--- config.mk ---
export PLATFORM = sky130hd
export DESIGN_NAME = size_class_pool_keep_policy_top
export DESIGN_NICKNAME = d
export VERILOG_FILES = /design/src/hdl/scpk_pkg.sv /design/src/hdl/scpk_class.sv /design/src/hdl/scpk_store.sv /design/src/hdl/size_class_pool_keep_policy_top.sv
export SDC_FILE = /design/constraint.sdc
export NUM_CORES = 2
export LEC_CHECK = 0
export BUFFER_PORTS_ARGS = -buffer_cell sky130_fd_sc_hd__buf_4
export CORE_MARGIN = 2
export CORE_UTILIZATION = 50
export CTS_CLUSTER_SIZE = 40
export DETAILED_ROUTE_END_ITERATION = 6
export PLACE_DENSITY_LB_ADDON = 0.12
export SETUP_SLACK_MARGIN = 0.2
export SLEW_MARGIN = 30
export SYNTH_ARGS = -nofsm -noshare
export SYNTH_HDL_FRONTEND = slang
export SYNTH_HIERARCHICAL = 1
export SYNTH_SLANG_ARGS = --single-unit
--- constraint.sdc ---
create_clock -name clk -period 7.5 [get_ports clk]
set_input_delay 0.75 -clock clk [delete_from_list [all_inputs] [get_ports clk]]
set_output_delay 0.75 -clock clk [all_outputs]
set_load 0.01 [all_outputs]
--- src/hdl/scpk_pkg.sv ---
// ----------------------------------------------------------------------------
// scpk_pkg
// Shared types and codes of the size-class pool keep policy block.
// ----------------------------------------------------------------------------
package scpk_pkg;

  localparam int NUM_CLASSES_DEF   = 29;
  localparam int MIN_CLASS_EXP_DEF = 4;
  localparam int HEADER_BYTES_DEF  = 16;
  localparam int COUNT_WIDTH_DEF   = 16;

  localparam int KEEP_RESET = 3;

  typedef enum logic [1:0] {
    CMD_ALLOC_EDGE   = 2'd0,
    CMD_FREE_EDGE    = 2'd1,
    CMD_ALLOC_VERTEX = 2'd2,
    CMD_FREE_VERTEX  = 2'd3
  } scpk_cmd_t;

  typedef enum logic [2:0] {
    ACT_REUSE   = 3'd0,
    ACT_FRESH   = 3'd1,
    ACT_RECLAIM = 3'd2,
    ACT_FAIL    = 3'd3,
    ACT_RETAIN  = 3'd4,
    ACT_RELEASE = 3'd5,
    ACT_VFREE   = 3'd6
  } scpk_act_t;

  typedef enum logic [2:0] {
    ST_IDLE,
    ST_READ,
    ST_EXEC,
    ST_DIV,
    ST_WB
  } scpk_state_t;

  typedef struct packed {
    logic free_we;
    logic bt_we;
    logic flush;
  } scpk_mem_ctl_t;

  localparam logic [2:0] ADDR_MIN_KEEP = 3'd0;

endpackage

--- src/hdl/scpk_class.sv ---
// ----------------------------------------------------------------------------
// scpk_class
// Maps a word to its size class: rounded-up power of two of the request
// size (less header for a vertex), or clamped class of a freed edge buffer.
// ----------------------------------------------------------------------------
module scpk_class #(
  parameter int NUM_CLASSES   = scpk_pkg::NUM_CLASSES_DEF,
  parameter int MIN_CLASS_EXP = scpk_pkg::MIN_CLASS_EXP_DEF,
  parameter int HEADER_BYTES  = scpk_pkg::HEADER_BYTES_DEF,
  parameter int CW            = $clog2(NUM_CLASSES)
) (
  input  logic [1:0]    cmd,
  input  logic [31:0]   request_size,
  input  logic [4:0]    freed_class,
  output logic [CW-1:0] cls
);

  logic [31:0] size_v;
  logic [31:0] size_m1;
  logic [5:0]  bit_len;
  logic [5:0]  exp_adj;

  always_comb begin
    if (cmd == scpk_pkg::CMD_ALLOC_VERTEX) begin
      size_v = (request_size > 32'(HEADER_BYTES)) ? request_size - 32'(HEADER_BYTES) : '0;
    end else begin
      size_v = request_size;
    end
    size_m1 = size_v - 32'd1;
    bit_len = '0;
    for (int i = 0; i < 32; i++) begin
      if (size_m1[i]) begin
        bit_len = 6'(i + 1);
      end
    end
    exp_adj = bit_len - 6'(MIN_CLASS_EXP);
    if (cmd == scpk_pkg::CMD_FREE_EDGE) begin
      if (int'(freed_class) > NUM_CLASSES - 1) begin
        cls = CW'(NUM_CLASSES - 1);
      end else begin
        cls = CW'(freed_class);
      end
    end else if (size_v < 32'd2 || int'(bit_len) <= MIN_CLASS_EXP) begin
      cls = '0;
    end else if (int'(exp_adj) > NUM_CLASSES - 1) begin
      cls = CW'(NUM_CLASSES - 1);
    end else begin
      cls = CW'(exp_adj);
    end
  end

endmodule

--- src/hdl/scpk_store.sv ---
// ----------------------------------------------------------------------------
// scpk_store
// Per-class count memories: free counts with a nonzero mask that a flush
// clears at once, and busy and threshold counts with valid bits.
// ----------------------------------------------------------------------------
module scpk_store #(
  parameter int NUM_CLASSES = scpk_pkg::NUM_CLASSES_DEF,
  parameter int COUNT_WIDTH = scpk_pkg::COUNT_WIDTH_DEF,
  parameter int CW          = $clog2(NUM_CLASSES)
) (
  input  logic                    clk,
  input  logic                    rst,
  input  scpk_pkg::scpk_mem_ctl_t ctl,
  input  logic [CW-1:0]           rd_c,
  input  logic [CW-1:0]           rd_k,
  input  logic [CW-1:0]           free_wa,
  input  logic [COUNT_WIDTH-1:0]  free_wd,
  input  logic [CW-1:0]           bt_wa,
  input  logic [COUNT_WIDTH-1:0]  busy_wd,
  input  logic [COUNT_WIDTH-1:0]  thr_wd,
  output logic [NUM_CLASSES-1:0]  free_nz,
  output logic [COUNT_WIDTH-1:0]  free_c,
  output logic [COUNT_WIDTH-1:0]  free_k,
  output logic [COUNT_WIDTH-1:0]  busy,
  output logic [COUNT_WIDTH-1:0]  thr
);

  logic [COUNT_WIDTH-1:0]   free_mem [NUM_CLASSES];
  logic [2*COUNT_WIDTH-1:0] bt_mem [NUM_CLASSES];
  logic [NUM_CLASSES-1:0]   bt_vld;
  logic [COUNT_WIDTH-1:0]   free_c_rd;
  logic [COUNT_WIDTH-1:0]   free_k_rd;
  logic [2*COUNT_WIDTH-1:0] bt_rd;
  logic                     c_nz;
  logic                     k_nz;
  logic                     bt_ok;

  always_ff @(posedge clk) begin
    if (ctl.free_we) begin
      free_mem[free_wa] <= free_wd;
    end
    if (ctl.bt_we) begin
      bt_mem[bt_wa] <= {busy_wd, thr_wd};
    end
    free_c_rd <= free_mem[rd_c];
    free_k_rd <= free_mem[rd_k];
    bt_rd     <= bt_mem[rd_c];
  end

  always_ff @(posedge clk) begin
    if (rst) begin
      free_nz <= '0;
      bt_vld  <= '0;
      c_nz    <= 1'b0;
      k_nz    <= 1'b0;
      bt_ok   <= 1'b0;
    end else begin
      if (ctl.flush) begin
        free_nz <= '0;
      end else if (ctl.free_we) begin
        free_nz[free_wa] <= (free_wd != '0);
      end
      if (ctl.bt_we) begin
        bt_vld[bt_wa] <= 1'b1;
      end
      c_nz  <= free_nz[rd_c];
      k_nz  <= free_nz[rd_k];
      bt_ok <= bt_vld[rd_c];
    end
  end

  assign free_c = c_nz ? free_c_rd : '0;
  assign free_k = k_nz ? free_k_rd : '0;
  assign busy   = bt_ok ? bt_rd[2*COUNT_WIDTH-1:COUNT_WIDTH] : '0;
  assign thr    = bt_ok ? bt_rd[COUNT_WIDTH-1:0] : '0;

endmodule

--- src/hdl/size_class_pool_keep_policy_top.sv ---
// ----------------------------------------------------------------------------
// size_class_pool_keep_policy_top
// Bookkeeping of a power-of-two size-class buffer pool: reuse, fresh,
// reclaim and keep decisions with per-class counts held in memory.
// ----------------------------------------------------------------------------
//  channel  handshake             payload
//  in       in_valid / in_stall   cmd, request_size, freed_class,
//                                 first_alloc_ok, retry_alloc_ok
//  out      out_valid / out_stall action, served_class, reclaimed_class,
//                                 pools_flushed, outstanding_count
//  cfg      APB write/read        min_keep_threshold at address 0
//
// An item passes through memory read, decision, divide by three, write back.
// The next word is taken only in the write-back state, once the last is done.
// The count memories share one read/modify/write pass per item.
// Reset needs no clearing pass; reset clears the valid and nonzero bits.
// A stalled result holds write-back until the output register frees up.
// ----------------------------------------------------------------------------
module size_class_pool_keep_policy_top #(
  parameter int NUM_CLASSES   = scpk_pkg::NUM_CLASSES_DEF,
  parameter int MIN_CLASS_EXP = scpk_pkg::MIN_CLASS_EXP_DEF,
  parameter int HEADER_BYTES  = scpk_pkg::HEADER_BYTES_DEF,
  parameter int COUNT_WIDTH   = scpk_pkg::COUNT_WIDTH_DEF
) (
  input  logic        clk,
  input  logic        rst,
  input  logic        in_valid,
  output logic        in_stall,
  input  logic [1:0]  cmd,
  input  logic [31:0] request_size,
  input  logic [4:0]  freed_class,
  input  logic        first_alloc_ok,
  input  logic        retry_alloc_ok,
  output logic        out_valid,
  input  logic        out_stall,
  output logic [2:0]  action,
  output logic [4:0]  served_class,
  output logic [4:0]  reclaimed_class,
  output logic        pools_flushed,
  output logic [31:0] outstanding_count,
  input  logic        psel,
  input  logic        penable,
  input  logic        pwrite,
  input  logic [2:0]  paddr,
  input  logic [31:0] pwdata,
  output logic [31:0] prdata,
  output logic        pready
);

  localparam int CW = $clog2(NUM_CLASSES);
  localparam int W  = COUNT_WIDTH;
  localparam int DN = W + 2;
  localparam int DS = DN + 1;
  localparam longint unsigned DIV_M = ((64'd1 << DS) + 64'd2) / 64'd3;
  localparam logic [W-1:0] CMAX = '1;

  scpk_pkg::scpk_state_t state, state_next;
  scpk_pkg::scpk_mem_ctl_t mem_ctl;

  logic [15:0]       min_keep;
  logic              accept;
  logic              wb_go;
  logic [CW-1:0]     cls_in;

  logic [1:0]        cmd_r;
  logic              first_r;
  logic              retry_r;
  logic [CW-1:0]     cls_r;
  logic [CW-1:0]     k_r;
  logic              found_r;
  logic [CW-1:0]     k_scan;
  logic              found_scan;
  logic [CW:0]       scan_start;

  logic [NUM_CLASSES-1:0] free_nz;
  logic [W-1:0]      free_c, free_k, busy, thr;

  logic [2:0]        act_r;
  logic [W-1:0]      busy_new_r;
  logic [DN-1:0]     num_r;
  logic              smooth_r;
  logic              fwe_r;
  logic [CW-1:0]     fwa_r;
  logic [W-1:0]      fwd_r;
  logic [W-1:0]      free_c_r;
  logic [CW-1:0]     recl_r;
  logic [W-1:0]      q_r;
  logic [2*DN-1:0]   prod;

  logic [2:0]        act_e;
  logic [W-1:0]      busy_e;
  logic              smooth_e;
  logic              fwe_e;
  logic [CW-1:0]     fwa_e;
  logic [W-1:0]      fwd_e;
  logic [W-1:0]      busy_inc, busy_dec;

  logic [W-1:0]      floor_v;
  logic [W-1:0]      t_new;
  logic              release_c;
  logic [2:0]        act_wb;
  logic              out_up, out_down;
  logic [31:0]       out_new;
  logic              flush_wb;
  logic [W-1:0]      free_wd;
  logic [CW-1:0]     free_wa;
  logic [31:0]       outstanding;

  assign pready = 1'b1;
  assign prdata = (paddr == scpk_pkg::ADDR_MIN_KEEP) ? {16'd0, min_keep} : '0;

  always_ff @(posedge clk) begin
    if (rst) begin
      min_keep <= 16'(scpk_pkg::KEEP_RESET);
    end else if (psel && penable && pwrite && paddr == scpk_pkg::ADDR_MIN_KEEP) begin
      min_keep <= pwdata[15:0];
    end
  end

  scpk_class #(
    .NUM_CLASSES  (NUM_CLASSES),
    .MIN_CLASS_EXP(MIN_CLASS_EXP),
    .HEADER_BYTES (HEADER_BYTES),
    .CW           (CW)
  ) u_class (
    .cmd         (cmd),
    .request_size(request_size),
    .freed_class (freed_class),
    .cls         (cls_in)
  );

  assign wb_go    = !out_valid || !out_stall;
  assign in_stall = !(state == scpk_pkg::ST_IDLE || (state == scpk_pkg::ST_WB && wb_go));
  assign accept   = in_valid && !in_stall;

  always_ff @(posedge clk) begin
    if (rst) begin
      state <= scpk_pkg::ST_IDLE;
    end else begin
      state <= state_next;
    end
  end

  always_comb begin
    state_next = state;
    unique case (state)
      scpk_pkg::ST_IDLE: if (accept) state_next = scpk_pkg::ST_READ;
      scpk_pkg::ST_READ: state_next = scpk_pkg::ST_EXEC;
      scpk_pkg::ST_EXEC: state_next = scpk_pkg::ST_DIV;
      scpk_pkg::ST_DIV:  state_next = scpk_pkg::ST_WB;
      scpk_pkg::ST_WB: begin
        if (wb_go) begin
          state_next = accept ? scpk_pkg::ST_READ : scpk_pkg::ST_IDLE;
        end
      end
      default: state_next = scpk_pkg::ST_IDLE;
    endcase
  end

  always_ff @(posedge clk) begin
    if (accept) begin
      cmd_r   <= cmd;
      first_r <= first_alloc_ok;
      retry_r <= retry_alloc_ok;
      cls_r   <= cls_in;
    end
  end

  // First class at or above the start that holds a free entry.
  always_comb begin
    scan_start = (cmd_r == scpk_pkg::CMD_ALLOC_EDGE) ? {1'b0, cls_r} + 1'b1 : {1'b0, cls_r};
    k_scan     = '0;
    found_scan = 1'b0;
    for (int i = NUM_CLASSES - 1; i >= 0; i--) begin
      if (free_nz[i] && (CW+1)'(i) >= scan_start) begin
        k_scan     = CW'(i);
        found_scan = 1'b1;
      end
    end
  end

  always_ff @(posedge clk) begin
    if (state == scpk_pkg::ST_READ) begin
      k_r     <= k_scan;
      found_r <= found_scan;
    end
  end

  scpk_store #(
    .NUM_CLASSES(NUM_CLASSES),
    .COUNT_WIDTH(COUNT_WIDTH),
    .CW         (CW)
  ) u_store (
    .clk    (clk),
    .rst    (rst),
    .ctl    (mem_ctl),
    .rd_c   (cls_r),
    .rd_k   (k_scan),
    .free_wa(free_wa),
    .free_wd(free_wd),
    .bt_wa  (cls_r),
    .busy_wd(busy_new_r),
    .thr_wd (t_new),
    .free_nz(free_nz),
    .free_c (free_c),
    .free_k (free_k),
    .busy   (busy),
    .thr    (thr)
  );

  assign busy_inc = (busy == CMAX) ? busy : busy + 1'b1;
  assign busy_dec = (busy == '0) ? busy : busy - 1'b1;

  always_comb begin
    act_e    = scpk_pkg::ACT_FAIL;
    busy_e   = busy;
    smooth_e = 1'b0;
    fwe_e    = 1'b0;
    fwa_e    = k_r;
    fwd_e    = free_k - 1'b1;
    case (cmd_r)
      scpk_pkg::CMD_ALLOC_EDGE: begin
        if (free_c != '0) begin
          act_e = scpk_pkg::ACT_REUSE;
          fwe_e = 1'b1;
          fwa_e = cls_r;
          fwd_e = free_c - 1'b1;
        end else if (first_r) begin
          act_e = scpk_pkg::ACT_FRESH;
        end else if (found_r) begin
          fwe_e = 1'b1;
          act_e = retry_r ? scpk_pkg::ACT_RECLAIM : scpk_pkg::ACT_FAIL;
        end
        if (act_e != scpk_pkg::ACT_FAIL) begin
          busy_e   = busy_inc;
          smooth_e = 1'b1;
        end
      end
      scpk_pkg::CMD_FREE_EDGE: begin
        act_e    = scpk_pkg::ACT_RETAIN;
        busy_e   = busy_dec;
        smooth_e = 1'b1;
      end
      scpk_pkg::CMD_ALLOC_VERTEX: begin
        if (first_r) begin
          act_e = scpk_pkg::ACT_FRESH;
        end else if (found_r) begin
          fwe_e = 1'b1;
          act_e = retry_r ? scpk_pkg::ACT_RECLAIM : scpk_pkg::ACT_FAIL;
        end
      end
      default: act_e = scpk_pkg::ACT_VFREE;
    endcase
  end

  always_ff @(posedge clk) begin
    if (state == scpk_pkg::ST_EXEC) begin
      act_r      <= act_e;
      busy_new_r <= busy_e;
      num_r      <= {2'b00, thr} + {2'b00, thr} + {2'b00, busy_e};
      smooth_r   <= smooth_e;
      fwe_r      <= fwe_e;
      fwa_r      <= fwa_e;
      fwd_r      <= fwd_e;
      free_c_r   <= free_c;
      recl_r     <= (act_e == scpk_pkg::ACT_RECLAIM) ? k_r : '0;
    end
  end

  // Divide by three as a multiply by the rounded-up reciprocal.
  assign prod = num_r * DN'(DIV_M);

  always_ff @(posedge clk) begin
    if (state == scpk_pkg::ST_DIV) begin
      q_r <= prod[DS +: W];
    end
  end

  always_comb begin
    if ({17'd0, min_keep} > 33'(CMAX)) begin
      floor_v = CMAX;
    end else begin
      floor_v = W'({17'd0, min_keep});
    end
    t_new     = (q_r < floor_v) ? floor_v : q_r;
    release_c = ({1'b0, busy_new_r} + {1'b0, free_c_r}) > {1'b0, t_new};
    act_wb    = act_r;
    if (cmd_r == scpk_pkg::CMD_FREE_EDGE) begin
      act_wb = release_c ? scpk_pkg::ACT_RELEASE : scpk_pkg::ACT_RETAIN;
    end
    out_up   = (cmd_r == scpk_pkg::CMD_ALLOC_EDGE || cmd_r == scpk_pkg::CMD_ALLOC_VERTEX)
               && act_r != scpk_pkg::ACT_FAIL;
    out_down = (cmd_r == scpk_pkg::CMD_FREE_EDGE || cmd_r == scpk_pkg::CMD_FREE_VERTEX);
    out_new  = outstanding;
    if (out_up && outstanding != '1) begin
      out_new = outstanding + 32'd1;
    end else if (out_down && outstanding != '0) begin
      out_new = outstanding - 32'd1;
    end
    flush_wb = out_down && out_new == '0;
    if (cmd_r == scpk_pkg::CMD_FREE_EDGE) begin
      free_wa = cls_r;
      free_wd = (free_c_r == CMAX) ? free_c_r : free_c_r + 1'b1;
    end else begin
      free_wa = fwa_r;
      free_wd = fwd_r;
    end
    mem_ctl.free_we = (state == scpk_pkg::ST_WB) && wb_go
                      && (fwe_r || (cmd_r == scpk_pkg::CMD_FREE_EDGE && !release_c));
    mem_ctl.bt_we   = (state == scpk_pkg::ST_WB) && wb_go && smooth_r;
    mem_ctl.flush   = (state == scpk_pkg::ST_WB) && wb_go && flush_wb;
  end

  always_ff @(posedge clk) begin
    if (rst) begin
      outstanding <= '0;
      out_valid   <= 1'b0;
    end else begin
      if (state == scpk_pkg::ST_WB && wb_go) begin
        outstanding <= out_new;
        out_valid   <= 1'b1;
      end else if (!out_stall) begin
        out_valid <= 1'b0;
      end
    end
  end

  always_ff @(posedge clk) begin
    if (state == scpk_pkg::ST_WB && wb_go) begin
      action            <= act_wb;
      served_class      <= (cmd_r == scpk_pkg::CMD_FREE_VERTEX) ? 5'd0 : 5'(cls_r);
      reclaimed_class   <= 5'(recl_r);
      pools_flushed     <= flush_wb;
      outstanding_count <= out_new;
    end
  end

endmodule

Yosys cells after proc, flatten, opt, wreduce, memory -nomap -nowiden
Memories as Yosys holds them, arrays and structs flattened. A register that Yosys moved wholly into a read port is not among the register bits.
Cells that the tools add are included.

word-level totals
  bits in registers = 271
  memory bits (writable) = 1392
  bits of input ports = 83
  output and inout bits = 81
  word-level logic and storage cells = 295
  memories kept = 2

cells by class
  add/sub/neg operators = 14
  multipliers = 1
  order comparisons = 41
  equal/unequal tests = 18
  multiplexer cells = 123
  bitwise gates (word level) = 1
  reductions and logical operators = 65

memory list
  name              depth  width  read ports  clocked after Yosys merged registers in  wr ports  RTL line          RTL
  u_store.bt_mem    29     32     1           1                                        1         scpk_store.sv:29  logic [2*COUNT_WIDTH-1:0] bt_mem [NUM_CLASSES];
  u_store.free_mem  29     16     2           2                                        1         scpk_store.sv:28  logic [COUNT_WIDTH-1:0] free_mem [NUM_CLASSES];

operators by type and width
  operator                  count
  $mux W5                   52
  $mux W16                  13
  $mux W32                  4
  $ge A5 B6 Y1 const A      13
  $sub A32 B1 Y32 const B   2
  $ge A4 B6 Y1 const A      8
  $sub A16 B1 Y16 const B   3
  $logic_and A1 B1 Y1       44
  $mul A18 B18 Y35 const B  1
  $add A16 B16 Y17          2
  $add A16 B1 Y16 const B   2
  $add A32 B1 Y32 const B   1
  $eq A16 B16 Y1 const B    2
  $gt A32 B5 Y1 const B     1
  $logic_not A32 Y1         1
  $lt A32 B2 Y1 const B     1
  $mux W4                   8
  $ne A32 B32 Y1 const B    1
  $pmux W16 S2              1
  $reduce_bool A16 Y1       2
  $reduce_bool A32 Y1       1
  $sub A32 B5 Y32 const B   1
  $bwmux W29                1
  $or A29 B29 Y29           1
  other kinds (38)          97

Longest topological paths before layout
  depth in word-level cells = 41
  mapped depth = 27
  depth with buffers taken out = 24

Modules after synthesis
Netlist, hierarchy kept.

modules (own cells, without submodules)
  module                           times used  cells an instance  area an instance (µm²)  sequential area each (µm²)
  scpk_store                       1           3015               61561.5                 44302.5
  size_class_pool_keep_policy_top  1           2063               19388.6                 5755.5
  scpk_class                       1           474                3098.0                  0.0

Worst setup path after synthesis
No wires, ideal clock.

  kind = reg-to-reg
  start point = register state[1]
  end point = register act_r[0], enable pin
  library setup time = 0.633 ns
  data arrival time = 6.266 ns
  required time = 6.867 ns
  slack = 0.601 ns
  stages on the path, launching flop included = 2
  buffers on the path = 0
  clock period less this slack = 6.899 ns
  path through = dfxtp_1 nor3b_1

between the ends
  longest elaborated chain between the ends = 1

RTL lines
  what                      RTL line                                RTL
  start: declaration        size_class_pool_keep_policy_top.sv:57   scpk_pkg::scpk_state_t state, state_next;
  start signal: assignment  size_class_pool_keep_policy_top.sv:138  state <= scpk_pkg::ST_IDLE;
  start signal: assignment  size_class_pool_keep_policy_top.sv:140  state <= state_next;
  $eq A3 B2 Y1              size_class_pool_keep_policy_top.sv:257  if (state == scpk_pkg::ST_EXEC) begin
  end signal: assignment    size_class_pool_keep_policy_top.sv:258  act_r <= act_e;
  end: declaration          size_class_pool_keep_policy_top.sv:78   logic [2:0] act_r;

Every way passes these cells.
A chain may end at the register's enable or synchronous reset.

==> impl_results.md <==
* Reg2Reg Depth at 23
* Final hold vios at 0
* Final Max Tran Viols at 0
* Launch point of the worst reg-to-reg path: free_c_r[0]$_DFFE_PP_
* Slew margin rel. at 0.332
* Internal at 18500 uW
* Cells after Synth at 5552
* Pre-CTS setup slack at 649 ps
* Endpoints failing setup at 0
* WP data required at 7970 ps
* Drt via density at 6.21
* GRT Total Usage at 0.262
* Layout cells sized above 1 at 0.211
* Critical Path AT at 7220 ps
* Unrepaired setup endpoints after global routing: no
* Drt wl/cell at 27.6 um
* Status: finished clean
* Netlist cell types at 99
* Flop pwr share at 0.432
* Pleak at 0.0322 uW
* Crit end category: register
* Worst Skew at 53.6 ps
* Peak supply drop at 0.401 mV
* Initial antenna violation count at 12
* Critical path endpoint: u_store/free_mem[20][2]$_DFFE_PP_
* First-pass GRT wire length at 329000 um
* RR Endpoint: u_store/free_mem[20][2]$_DFFE_PP_
* Buffers added on ports at 130
* Final Non-Filler Cells at 8095
* Most common cell after layout, fill and taps aside: edfxtp_1
* Num Clock Sinks at 1726
* Vias at 50300
* Post-synthesis sequential area ratio at 0.596
* Most frequent cells in the layout: edfxtp_1, mux4_2, nand2_1, buf_4, inv_1
* Worst Setup SP: free_c_r[0]$_DFFE_PP_
* Vert. Die Dim at 414 um
* Fin crit share at 0.901
* Grt met3 use at 0.0470
* Post-CTS Setup Inserts at 0
* Clk slew on worst S/H paths at 70 ps
* Worst skew pair latency at 840 ps
* Post-synthesis async set-or-reset flop share at 0
* Switch Pwr at 7360 uW
* Critical Path Source Type: register
* Layout Nets at 6163
* H-tree Lvls at 4
* Worst R2R Setup Slack at 740 ps
* Final antenna-violating net count at 0
* Hold buffer count at cts at 0
* Vias in the first global route at 49500
* Post-Place Cells at 7758
* Crit Path Category: register to register
* Residual DRC at 0
* Die span in x at 414 um
* Setup TNS at 0 ps
* Register bit count reported by yosys at 1726
* Max-cap violations at 0
* Routed wire length at 223000 um
* Mapped Area at 84000 um^2
* Iter 0 DRT Violations at 5305
* Grt peak-use layer: met2
* Starting Density at 0.503
* Routing usage on met1 at 0.387
* # rows at 150
* Met2 GRT Util at 0.406
* Core Area at 167000 um^2
* Synth Flop Type: edfxtp_1
* Area Overhead vs Synth at 11.9%
* Pre-antenna DRT Iters at 6
* TritonCTS clock tree: built
* Post-route cell area at 94000 um^2
* Hold WC Path Type: input port to register
* Area after DPL at 88200 um^2
* Num CTS Buffers at 178
* Synth area leaders: edfxtp_1, mux4_2, dfxtp_1
* Placer Congestion at 0.896
* Switching share of power at 0.285
* Achievable Freq at 148 MHz
* Cell Pwr Density at 275 nW/um^2
* CP max FO at 16
* Root buf cell: clkbuf_16
* Maximum buffer depth of the clock tree at 3
* Post-route minimum period at 6760 ps
* Dpl hpwl at 145000 um
* Slew @ Worst Pin at 1000 ps
* I/O Pins at 164
* Clock network fraction of design power at 0.338
* Synth warnings at 6
* Top cell type's share of synthesized area at 0.553
* Die area at 171000 um^2
* Avg Cell Area, Syn at 15.1 um^2
* Post-layout util at 0.563
* Largest net degree at the start of global routing at 103
* Cell taking the most area after synthesis: edfxtp_1
* Post-synth EDFFs at 1549
* Gr ovfl total at 0
* Combinational share of power at 0.230
* Final WS setup at 744 ps
-- power by group through the flow --
stage,sequential (uW),clock [uW],combinational [uW]
2_1_floorplan,11300,0,4240
3_3_place_gp,11400,0,5890
3_5_place_dp,11400,0,5940
4_1_cts,11200,8910,6010
5_1_grt,11200,9250,6730
6_report,11200,8750,5930
-- sequential cells by signal, indices dropped and copies added (netlist names), 16 cells and up --
signal and cells:
u_store/bt_vld 29, outstanding_count 32, u_store/free_nz 29, outstanding 32, floor_v 16, u_store/free_mem 464
q_r 16, u_store/bt_rd 32, u_store/free_k_rd 16, busy_new_r 16, fwd_r 16, u_store/free_c_rd 16
u_store/bt_mem 928, free_c_r 16, num_r 17
-- worst min path at each step --
stage | depth (start not counted) | startpoint | to
5_1_grt | 1 | retry_alloc_ok | retry_r$_DFFE_PP_
4_1_cts | 1 | retry_alloc_ok | retry_r$_DFFE_PP_
6_report | 1 | first_alloc_ok | first_r$_DFFE_PP_
2_1_floorplan | 0 | recl_r[0]$_SDFFCE_PP0P_ | reclaimed_class[0]$_DFFE_PP_
3_3_place_gp | 0 | recl_r[0]$_SDFFCE_PP0P_ | reclaimed_class[0]$_DFFE_PP_
3_5_place_dp | 0 | recl_r[0]$_SDFFCE_PP0P_ | reclaimed_class[0]$_DFFE_PP_
-- per-stage QoR --
stage	total power (uW)	hold WS, ps
3_3_place_gp	17300	425
3_5_place_dp	17300	413
4_1_cts	26100	33.8
2_1_floorplan	15600	400
5_1_grt	27200	56.4
6_report	25800	92.5
-- kinds of logic (layout without fill, tap and decap cells) --
| kind of cell | count (synthesis) | count (layout) | share of synthesized area |
|---|---|---|---|
| xor gates and xnor gates | 175 | 175 | 0.0182 |
| AOI/OAI and AO/OA | 616 | 616 | 0.0498 |
| DFF | 1726 | 1726 | 0.596 |
| and+or+nand+nor | 1331 | 1331 | 0.0816 |
| adders and majority gates | 341 | 341 | 0.0608 |
| buffers and inverters | 578 | 900 | 0.0305 |
| other | 2 | 19 | 0.0000894 |
| muxes | 783 | 783 | 0.163 |
-- cells in the mapped netlist (all sizes together) (23+ instances only) --
cell type	n
clkbuf	163
or4	25
a21oi	138
and2	112
a21o	36
inv	268
dfxtp	177
o21ai	122
a22oi	61
xnor2	97
a31oi	24
nand2	281
mux2i	243
edfxtp	1549
and3	29
nand3	173
nor4	43
nand2b	39
a211oi	27
nor3	125
nor2	307
ha	229
fa	112
nand3b	23
or3	29
mux4	464
buf	147
mux2	76
xor2	78
nand4	33
-- per-layer routing --
metal | wire (um) | share of wire
met2 | 103000 | 0.46
met4 | 4660 | 0.021
met1 | 97800 | 0.44
met5 | 20 | 0.000090
met3 | 18300 | 0.082
-- cell type report --
| class | instances | area, um^2 |
|---|---|---|
| inverter | 268 | 1010 |
| tap | 2204 | 2760 |
| clock inverter | 97 | 980 |
| multi-input combinational | 3263 | 31900 |
| antenna | 2 | 5.00 |
| fill | 13200 | 73000 |
| clock buffer | 233 | 4790 |
| sequential | 1726 | 50100 |
| timing repair buffer | 302 | 2520 |
-- timing repair --
action                     in CTS  in global routing
hold endpoints to repair        0                  0
setup endpoints to repair       0                 97
gates resized for setup         0                  1
-- worst max-delay path, cell delays in order, from the launching register on --
cell,delay [ps]
edfxtp_1,510
ha_1,270
fa_1,410
a21o_1,190
a21oi_1,210
o21bai_1,90
a21oi_1,210
o21ai_0,240
a2111oi_1,650
o21bai_1,150
a21oi_1,200
xnor2_1,100
ha_1,320
and4_1,190
nand2_1,60
nor3_1,230
nor2b_1,70
a2111oi_0,370
o31ai_1,200
o31ai_1,240
buf_4,200
or3b_2,690
nor2_2,210
buf_4,370
Power figures use the tool's default switching activity.
